File: config.mk
export PLATFORM = sky130hd
export DESIGN_NAME = lidar_point_window_filter_unit
export DESIGN_NICKNAME = d
export VERILOG_FILES = /design/src/hw/rtl/lpwf_pkg.sv /design/src/hw/rtl/lpwf_csr.sv /design/src/hw/rtl/lpwf_window.sv /design/src/hw/rtl/lpwf_frame.sv /design/src/hw/rtl/lidar_point_window_filter_unit.sv
export VERILOG_INCLUDE_DIRS = /design/src /design/src/hw/rtl
export SDC_FILE = /design/constraint.sdc
export NUM_CORES = 1
export LEC_CHECK = 0
export BUFFER_PORTS_ARGS = -buffer_cell sky130_fd_sc_hd__buf_2
export CAP_MARGIN = 15
export CORE_MARGIN = 3
export CORE_UTILIZATION = 56
export DETAILED_ROUTE_END_ITERATION = 8
export PLACE_DENSITY_LB_ADDON = 0.2
export REMOVE_ABC_BUFFERS = 1
export SYNTH_ARGS = -nofsm -noshare
export SYNTH_HDL_FRONTEND = slang
export SYNTH_HIERARCHICAL = 1
export SYNTH_SLANG_ARGS = --single-unit
File: constraint.sdc
create_clock -name clock -period 7.45 [get_ports clock]
set_input_delay 0.745 -clock clock [delete_from_list [all_inputs] [get_ports clock]]
set_output_delay 0.745 -clock clock [all_outputs]
set_load 0.05 [all_outputs]
File: src/hw/rtl/assert_macros.svh
// ----------------------------------------------------------------------------
// assert_macros.svh
// shared concurrent assertion macros, sampled on clock, off during reset
// ----------------------------------------------------------------------------
`ifndef ASSERT_MACROS_SVH
`define ASSERT_MACROS_SVH

// same-cycle implication
`define ASSERT_SAME(label, ante, cons) \
   label: assert property (@(posedge clock) disable iff (reset) (ante) |-> (cons)) \
      else $error("assertion failed: same-cycle implication");

// next-cycle implication
`define ASSERT_NEXT(label, ante, cons) \
   label: assert property (@(posedge clock) disable iff (reset) (ante) |=> (cons)) \
      else $error("assertion failed: next-cycle implication");

`endif

File: src/hw/rtl/lpwf_pkg.sv
// ----------------------------------------------------------------------------
// lpwf_pkg
// shared widths, register codes, reset values and types of the point filter
// ----------------------------------------------------------------------------
package lpwf_pkg;

   localparam int COORD_BITS     = 24;
   localparam int ID_BITS        = 8;
   localparam int RANGE_BITS     = 24;
   localparam int INTEN_BITS     = 16;
   localparam int COUNT_BITS     = 4;
   localparam int RPC_BITS       = 5;
   localparam int CSR_DATA_BITS  = 48;
   localparam int CSR_INDEX_BITS = 3;

   typedef enum logic [CSR_INDEX_BITS-1:0] {
      REG_X_BOUNDS         = 3'd0,
      REG_Y_BOUNDS         = 3'd1,
      REG_Z_BOUNDS         = 3'd2,
      REG_DISTANCE_BOUNDS  = 3'd3,
      REG_INTENSITY_BOUNDS = 3'd4,
      REG_RETURN_FILTER_ON = 3'd5,
      REG_RETURNS_PER_CYC  = 3'd6,
      REG_KEPT_RETURN      = 3'd7
   } csr_index_type;

   typedef struct packed {
      logic signed [COORD_BITS-1:0] x_max;
      logic signed [COORD_BITS-1:0] x_min;
      logic signed [COORD_BITS-1:0] y_max;
      logic signed [COORD_BITS-1:0] y_min;
      logic signed [COORD_BITS-1:0] z_max;
      logic signed [COORD_BITS-1:0] z_min;
      logic [RANGE_BITS-1:0]        range_max;
      logic [RANGE_BITS-1:0]        range_min;
      logic [INTEN_BITS-1:0]        inten_max;
      logic [INTEN_BITS-1:0]        inten_min;
      logic                         return_filter_on;
      logic [RPC_BITS-1:0]          returns_per_cycle;
      logic [COUNT_BITS-1:0]        kept_return;
   } cfg_type;

   typedef struct packed {
      logic signed [COORD_BITS-1:0] point_x;
      logic signed [COORD_BITS-1:0] point_y;
      logic signed [COORD_BITS-1:0] point_z;
      logic [RANGE_BITS-1:0]        range_mm;
      logic [INTEN_BITS-1:0]        intensity;
      logic [ID_BITS-1:0]           laser_id;
   } point_type;

   typedef struct packed {
      logic [ID_BITS-1:0]    last_laser_id;
      logic [COUNT_BITS-1:0] frame_counter;
      logic                  frame_selected;
   } frame_status_type;

   localparam logic signed [COORD_BITS-1:0] COORD_MIN_RST = {1'b1, {(COORD_BITS-1){1'b0}}};
   localparam logic signed [COORD_BITS-1:0] COORD_MAX_RST = {1'b0, {(COORD_BITS-1){1'b1}}};
   localparam logic [RPC_BITS-1:0]          RPC_RST       = RPC_BITS'(2);

endpackage

File: src/hw/rtl/lpwf_csr.sv
// ----------------------------------------------------------------------------
// lpwf_csr
// configuration register file, one register written per csr transfer
// ----------------------------------------------------------------------------
module lpwf_csr (
   input  logic                                 clock,
   input  logic                                 reset,
   input  logic                                 csr_valid,
   input  logic [lpwf_pkg::CSR_INDEX_BITS-1:0]  csr_index,
   input  logic [lpwf_pkg::CSR_DATA_BITS-1:0]   csr_data,
   output lpwf_pkg::cfg_type                    cfg
);
   import lpwf_pkg::*;

   cfg_type cfg_ff;
   cfg_type cfg_in;

   always_comb begin
      cfg_in = cfg_ff;
      if (csr_valid) begin
         unique case (csr_index)
            REG_X_BOUNDS: begin
               {cfg_in.x_max, cfg_in.x_min} = csr_data[2*COORD_BITS-1:0];
            end
            REG_Y_BOUNDS: begin
               {cfg_in.y_max, cfg_in.y_min} = csr_data[2*COORD_BITS-1:0];
            end
            REG_Z_BOUNDS: begin
               {cfg_in.z_max, cfg_in.z_min} = csr_data[2*COORD_BITS-1:0];
            end
            REG_DISTANCE_BOUNDS: begin
               {cfg_in.range_max, cfg_in.range_min} = csr_data[2*RANGE_BITS-1:0];
            end
            REG_INTENSITY_BOUNDS: begin
               {cfg_in.inten_max, cfg_in.inten_min} = csr_data[2*INTEN_BITS-1:0];
            end
            REG_RETURN_FILTER_ON: begin
               cfg_in.return_filter_on = csr_data[0];
            end
            REG_RETURNS_PER_CYC: begin
               cfg_in.returns_per_cycle = csr_data[RPC_BITS-1:0];
            end
            REG_KEPT_RETURN: begin
               cfg_in.kept_return = csr_data[COUNT_BITS-1:0];
            end
            default: begin
               cfg_in = cfg_ff;
            end
         endcase
      end
   end

   always_ff @(posedge clock) begin
      if (reset) begin
         cfg_ff.x_min             <= COORD_MIN_RST;
         cfg_ff.x_max             <= COORD_MAX_RST;
         cfg_ff.y_min             <= COORD_MIN_RST;
         cfg_ff.y_max             <= COORD_MAX_RST;
         cfg_ff.z_min             <= COORD_MIN_RST;
         cfg_ff.z_max             <= COORD_MAX_RST;
         cfg_ff.range_min         <= '0;
         cfg_ff.range_max         <= '1;
         cfg_ff.inten_min         <= '0;
         cfg_ff.inten_max         <= '1;
         cfg_ff.return_filter_on  <= 1'b0;
         cfg_ff.returns_per_cycle <= RPC_RST;
         cfg_ff.kept_return       <= '0;
      end else begin
         cfg_ff <= cfg_in;
      end
   end

   assign cfg = cfg_ff;

endmodule

File: src/hw/rtl/lpwf_window.sv
// ----------------------------------------------------------------------------
// lpwf_window
// window test of one point: each value above its minimum, at most its maximum
// ----------------------------------------------------------------------------
module lpwf_window (
   input  lpwf_pkg::point_type  point,
   input  lpwf_pkg::cfg_type    cfg,
   output logic                 in_window
);
   import lpwf_pkg::*;

   logic x_ok;
   logic y_ok;
   logic z_ok;
   logic range_ok;
   logic inten_ok;

   // coordinate fields and bounds are declared signed in the package types
   assign x_ok     = (point.point_x > cfg.x_min) && (point.point_x <= cfg.x_max);
   assign y_ok     = (point.point_y > cfg.y_min) && (point.point_y <= cfg.y_max);
   assign z_ok     = (point.point_z > cfg.z_min) && (point.point_z <= cfg.z_max);
   assign range_ok = (point.range_mm > cfg.range_min) && (point.range_mm <= cfg.range_max);
   assign inten_ok = (point.intensity > cfg.inten_min) &&
                     (point.intensity <= cfg.inten_max);

   assign in_window = x_ok && y_ok && z_ok && range_ok && inten_ok;

endmodule

File: src/hw/rtl/lpwf_frame.sv
// ----------------------------------------------------------------------------
// lpwf_frame
// return frame tracker: detects frame ends by laser id and picks the kept frame
// ----------------------------------------------------------------------------
module lpwf_frame (
   input  logic                          clock,
   input  logic                          reset,
   input  lpwf_pkg::cfg_type             cfg,
   input  logic [lpwf_pkg::ID_BITS-1:0]  laser_id,
   input  logic                          step,
   output logic                          selected,
   output lpwf_pkg::frame_status_type    status
);
   import lpwf_pkg::*;

   logic [ID_BITS-1:0]    last_id_ff;
   logic [ID_BITS-1:0]    last_id_in;
   logic [COUNT_BITS-1:0] counter_ff;
   logic [COUNT_BITS-1:0] counter_in;
   logic                  sel_ff;
   logic                  sel_in;
   logic                  frame_end;
   logic                  was_kept;
   logic                  wrap;

   assign frame_end = laser_id <= last_id_ff;
   assign was_kept  = counter_ff == cfg.kept_return;
   // wrap point is returns_per_cycle - 1 taken in five bits
   assign wrap      = {1'b0, counter_ff} == (cfg.returns_per_cycle - RPC_BITS'(1));

   always_comb begin
      last_id_in = last_id_ff;
      counter_in = counter_ff;
      sel_in     = sel_ff;
      if (cfg.return_filter_on) begin
         last_id_in = laser_id;
         if (frame_end) begin
            counter_in = wrap ? '0 : counter_ff + COUNT_BITS'(1);
            sel_in     = was_kept;
         end
      end
   end

   // the point closing a frame already follows the new selection
   assign selected = !cfg.return_filter_on || sel_in;

   always_ff @(posedge clock) begin
      if (reset) begin
         last_id_ff <= '0;
         counter_ff <= '0;
         sel_ff     <= 1'b1;
      end else if (step) begin
         last_id_ff <= last_id_in;
         counter_ff <= counter_in;
         sel_ff     <= sel_in;
      end
   end

   assign status.last_laser_id  = last_id_ff;
   assign status.frame_counter  = counter_ff;
   assign status.frame_selected = sel_ff;

endmodule

File: src/hw/rtl/lidar_point_window_filter_unit.sv
// ----------------------------------------------------------------------------
// lidar_point_window_filter_unit
// lidar point window filter with return frame selection
//
//   channel  direction  handshake             payload
//   req      in         req_valid/req_ready   point x/y/z, range, intensity, laser id
//   rsp      out        rsp_valid/rsp_ready   kept x/y/z, zero or one per point
//   csr      in         csr_valid/csr_ready   register index and write data
//
// one point per cycle sustained while rsp is not stalled; a point is held in the
// input register, and a kept point is written to the result register as it leaves
// the input register, setting rsp_valid; frame state moves as each point leaves.
// reset clears both valid bits, the frame state and the configuration registers.
// a stalled rsp holds its result; the input register still takes one more point,
// then req_ready stays low until the result transfers.
// ----------------------------------------------------------------------------
`include "assert_macros.svh"

module lidar_point_window_filter_unit (
   input  logic                                       clock,
   input  logic                                       reset,
   input  logic                                       req_valid,
   output logic                                       req_ready,
   input  logic signed [lpwf_pkg::COORD_BITS-1:0]     req_point_x,
   input  logic signed [lpwf_pkg::COORD_BITS-1:0]     req_point_y,
   input  logic signed [lpwf_pkg::COORD_BITS-1:0]     req_point_z,
   input  logic        [lpwf_pkg::RANGE_BITS-1:0]     req_range_mm,
   input  logic        [lpwf_pkg::INTEN_BITS-1:0]     req_intensity,
   input  logic        [lpwf_pkg::ID_BITS-1:0]        req_laser_id,
   output logic                                       rsp_valid,
   input  logic                                       rsp_ready,
   output logic signed [lpwf_pkg::COORD_BITS-1:0]     rsp_kept_x,
   output logic signed [lpwf_pkg::COORD_BITS-1:0]     rsp_kept_y,
   output logic signed [lpwf_pkg::COORD_BITS-1:0]     rsp_kept_z,
   input  logic                                       csr_valid,
   output logic                                       csr_ready,
   input  logic        [lpwf_pkg::CSR_INDEX_BITS-1:0] csr_index,
   input  logic        [lpwf_pkg::CSR_DATA_BITS-1:0]  csr_data
);
   import lpwf_pkg::*;

   cfg_type                      cfg;
   point_type                    point_ff;
   point_type                    point_in;
   logic                         s1_valid_ff;
   logic                         s1_valid_in;
   logic                         s2_free;
   logic                         s1_move;
   logic                         req_fire;
   logic                         in_window;
   logic                         selected;
   logic                         keep;
   frame_status_type             frame_status;
   logic                         rsp_valid_ff;
   logic                         rsp_valid_in;
   logic signed [COORD_BITS-1:0] kept_x_ff;
   logic signed [COORD_BITS-1:0] kept_y_ff;
   logic signed [COORD_BITS-1:0] kept_z_ff;

   assign csr_ready = 1'b1;

   lpwf_csr u_csr (
      .clock     (clock),
      .reset     (reset),
      .csr_valid (csr_valid),
      .csr_index (csr_index),
      .csr_data  (csr_data),
      .cfg       (cfg)
   );

   // result register can take a new value when empty or being drained
   assign s2_free   = !rsp_valid_ff || rsp_ready;
   assign s1_move   = s1_valid_ff && s2_free;
   assign req_ready = !s1_valid_ff || s2_free;
   assign req_fire  = req_valid && req_ready;

   assign point_in.point_x   = req_point_x;
   assign point_in.point_y   = req_point_y;
   assign point_in.point_z   = req_point_z;
   assign point_in.range_mm  = req_range_mm;
   assign point_in.intensity = req_intensity;
   assign point_in.laser_id  = req_laser_id;

   assign s1_valid_in = req_fire || (s1_valid_ff && !s2_free);

   lpwf_window u_window (
      .point     (point_ff),
      .cfg       (cfg),
      .in_window (in_window)
   );

   lpwf_frame u_frame (
      .clock    (clock),
      .reset    (reset),
      .cfg      (cfg),
      .laser_id (point_ff.laser_id),
      .step     (s1_move),
      .selected (selected),
      .status   (frame_status)
   );

   assign keep = in_window && selected;

   always_comb begin
      rsp_valid_in = rsp_valid_ff && !rsp_ready;
      if (s1_move) begin
         rsp_valid_in = keep;
      end
   end

   always_ff @(posedge clock) begin
      if (reset) begin
         s1_valid_ff  <= 1'b0;
         rsp_valid_ff <= 1'b0;
      end else begin
         s1_valid_ff  <= s1_valid_in;
         rsp_valid_ff <= rsp_valid_in;
      end
   end

   always_ff @(posedge clock) begin
      if (req_fire) begin
         point_ff <= point_in;
      end
      if (s1_move && keep) begin
         kept_x_ff <= point_ff.point_x;
         kept_y_ff <= point_ff.point_y;
         kept_z_ff <= point_ff.point_z;
      end
   end

   assign rsp_valid  = rsp_valid_ff;
   assign rsp_kept_x = kept_x_ff;
   assign rsp_kept_y = kept_y_ff;
   assign rsp_kept_z = kept_z_ff;

   // a held input item blocks new transfers
   `ASSERT_SAME(a_hold_blocks_req, s1_valid_ff && !s2_free, !req_ready)
   // frame state never moves while return filtering is off
   `ASSERT_NEXT(a_frame_idle_when_off, !cfg.return_filter_on, $stable(frame_status))
   // a new result only comes from an item leaving the input register
   `ASSERT_SAME(a_result_has_source, $rose(rsp_valid_ff), $past(s1_move))

endmodule

==> impl_metrics.tcl <==
set metrics [dict create \
    hold_violations 0 \
    grt_pass1_wl_um 83200 \
    drive_gt1_share_pct 15.9 \
    clk_pin_slew_worst_paths_ns 0.06 \
    fin_worst_skew_ns 0.0151 \
    clkSinkCount 441 \
    hold_start "req_range_mm[3]" \
    post-route-period-util_pct 61.0 \
    p_switching_uw 1240 \
    drt_pass1_iterations 5 \
    gp_congestion 0.936 \
    r2r-end "rsp_kept_z[13]" \
    power_frac_clock_pct 43.1 \
    cp-start-kind "flip-flop" \
    placed_area_um2 23100 \
    fillers 3086 \
    design_area_um2 24600 \
    final_cells 2725 \
    cp.required_ns 7.67 \
    multi_input_comb_area_um2 9460 \
    p_seq_share_pct 49.1 \
    initial_core_util_pct 56.9 \
    clk_latency_ns 0.57 \
    drtAntennaViolNets 0 \
    power.internal_uw 4160 \
    via_count 14800 \
    die_height_um 202 \
    placementRows 71 \
    die_w_um 202 \
    gr-usage-all-layers_pct 26.4 \
    dp_slack_ns 2.81 \
    cts_resized 0 \
    status "finished clean" \
    dp_cells 2638 \
    max_stage_delay_ns 0.75 \
    layout.nets 2586 \
    drt-initial-drc-count 984 \
    finalWirelength_um 54400 \
    cts_tree "done" \
    setup_ws_ns 2.90 \
    grt_pass1_vias 15200 \
    timing.rr.start "point_ff[63]" \
    htree_num_levels 2 \
    combinationalPowerShare_pct 7.9 \
    hold_path_end "point_ff[27]" \
    grt_overflow 0 \
    finish.utilization_pct 65.3 \
    slowest_stage "nor2b_4" \
    crit_arrival_ns 4.77 \
    numCtsBuffers 47 \
    regArea_um2 10800 \
    max_slew.worst_pin.slew_ns 1.06 \
    vdd_ir_drop_max_v 0.000223 \
    endpoint_kind "flip-flop" \
    fmax_mhz 220 \
    min_delay_path_depth 1 \
    min_period_ns 4.55 \
    rsz0062_at_grt "no" \
    critPathKind "reg2reg" \
    ios 251 \
    cts-root-buf "clkbuf_16" \
    postCtsSetupBuffers 0 \
    hold_buffers 0 \
    dpl.hpwl_um 40200 \
    n_antenna_cell 0 \
    yosysWarnings 6 \
    max_cap_violations 0 \
    swShare_pct 22.9 \
    drc 0 \
    netlist_area_um2 21400 \
    tns_ns 0 \
    cp_max_fo 31 \
    grt_antenna_before_repair 0 \
    p_leak_uw 0.0118 \
    syn_avg_cell_area_um2 11.1 \
    setup_viol 0 \
    area_delta_synth_final_pct 14.8 \
    core_um2 37700 \
    slew_headroom_pct 29.2 \
    routedWlPerCell_um 20.0 \
    r2r_slack_ns 2.90 \
    powerDensity_nw_per_um2 219 \
    clock_path_buffers 3 \
    grt_max_degree 129 \
    die_area_um2 40700 \
    hold_class "in2reg" \
    syn_inst 1935 \
    drv_slew 0 \
    reg2regPathDepth 12 \
    crit_path_cell_trace "ha_1, nand4_1, nor3_1, nor3b_2, o31ai_1, and3_1, xnor2_1, a21oi_1, nor4_2, nand3_2, nor2b_4, buf_4" \
    place.port_buffers 249 \
    routed_via_density 5.44 \
]
## layer usage
layer / wire length (um) / GRT usage, %
met5: 0 / 0
met4: 1870 / 9.62
met3: 3350 / 4.11
met2: 25900 / 44.8
met1: 23300 / 34.5
## layout by cell type, fill, tap and decap left out, types with 5 or more instances in the layout
cell / instances
nor2_1: 163
nor2b_1: 15
clkbuf_1: 17
nand2_1: 47
o31ai_1: 6
o211ai_1: 13
nor4_1: 9
a211oi_1: 8
dfxtp_1: 249
a21boi_0: 5
buf_4: 9
a21oi_1: 100
nor3_1: 7
a31oi_1: 5
ha_1: 234
clkbuf_16: 50
o21ai_0: 16
clkbuf_8: 6
mux2i_1: 234
clkinv_2: 8
nand3_1: 24
a21o_1: 30
xor2_1: 5
nand4_1: 56
buf_2: 248
edfxtp_1: 192
nand2b_1: 147
o21bai_1: 5
inv_1: 234
## state kept, by name, indices dropped and copies added (netlist names), 4 cells and up
name / flops
u_frame/last_id_ff: 8
point_ff: 120
u_frame/counter_ff: 4
rsp_kept_y: 24
rsp_kept_x: 24
rsp_kept_z: 24
u_csr/cfg: 234
## critical path: cells and delay by family (launching register included)
kind | cells | cell delay (ns)
XOR/XNOR | 1 | 0.17
adder cells (fa/ha/maj) | 1 | 0.34
AND/OR/NAND/NOR | 7 | 2.44
flip-flops | 1 | 0.43
AO/OA/AOI/OAI | 2 | 0.23
buffers and inverters | 1 | 0.54
## metrics by stage
stage / power [uW] / hold WS, ns
after global routing: 5590 / 0.320
after floorplan: 2930 / 0.426
after global placement: 3110 / 0.440
after detailed placement: 3120 / 0.449
after CTS: 5440 / 0.318
final: 5400 / 0.346
## cell type report
type | count | share of cell area (%)
inverter | 234 | 3.57
clock inverter | 14 | 0.590
tap | 511 | 2.60
timing repair buffer | 259 | 5.44
sequential | 441 | 43.7
multi-input combinational | 1193 | 38.4
clock buffer | 73 | 5.68
## how the worst max path moves through the flow
stage                  from              to  slack (ns)  depth (start not counted)
6_report       point_ff[63]  rsp_kept_z[13]        2.90                         12
5_1_grt        point_ff[71]  rsp_kept_z[13]        2.63                         12
4_1_cts        point_ff[63]  rsp_kept_y[17]        2.77                         12
3_5_place_dp   point_ff[63]  rsp_kept_z[13]        2.81                         12
3_3_place_gp   point_ff[63]  rsp_kept_z[15]        2.98                         12
2_1_floorplan  point_ff[58]   rsp_kept_x[0]        1.52                         11
## power by group through the flow
stage / logic [uW] / registers, uW / clock network [uW]
finish: 426 / 2650 / 2320
global route: 471 / 2660 / 2470
CTS: 425 / 2650 / 2370
detailed placement: 421 / 2700 / 0
global placement: 408 / 2700 / 0
floorplan: 243 / 2690 / 0
(Power assumes the default switching activity.)
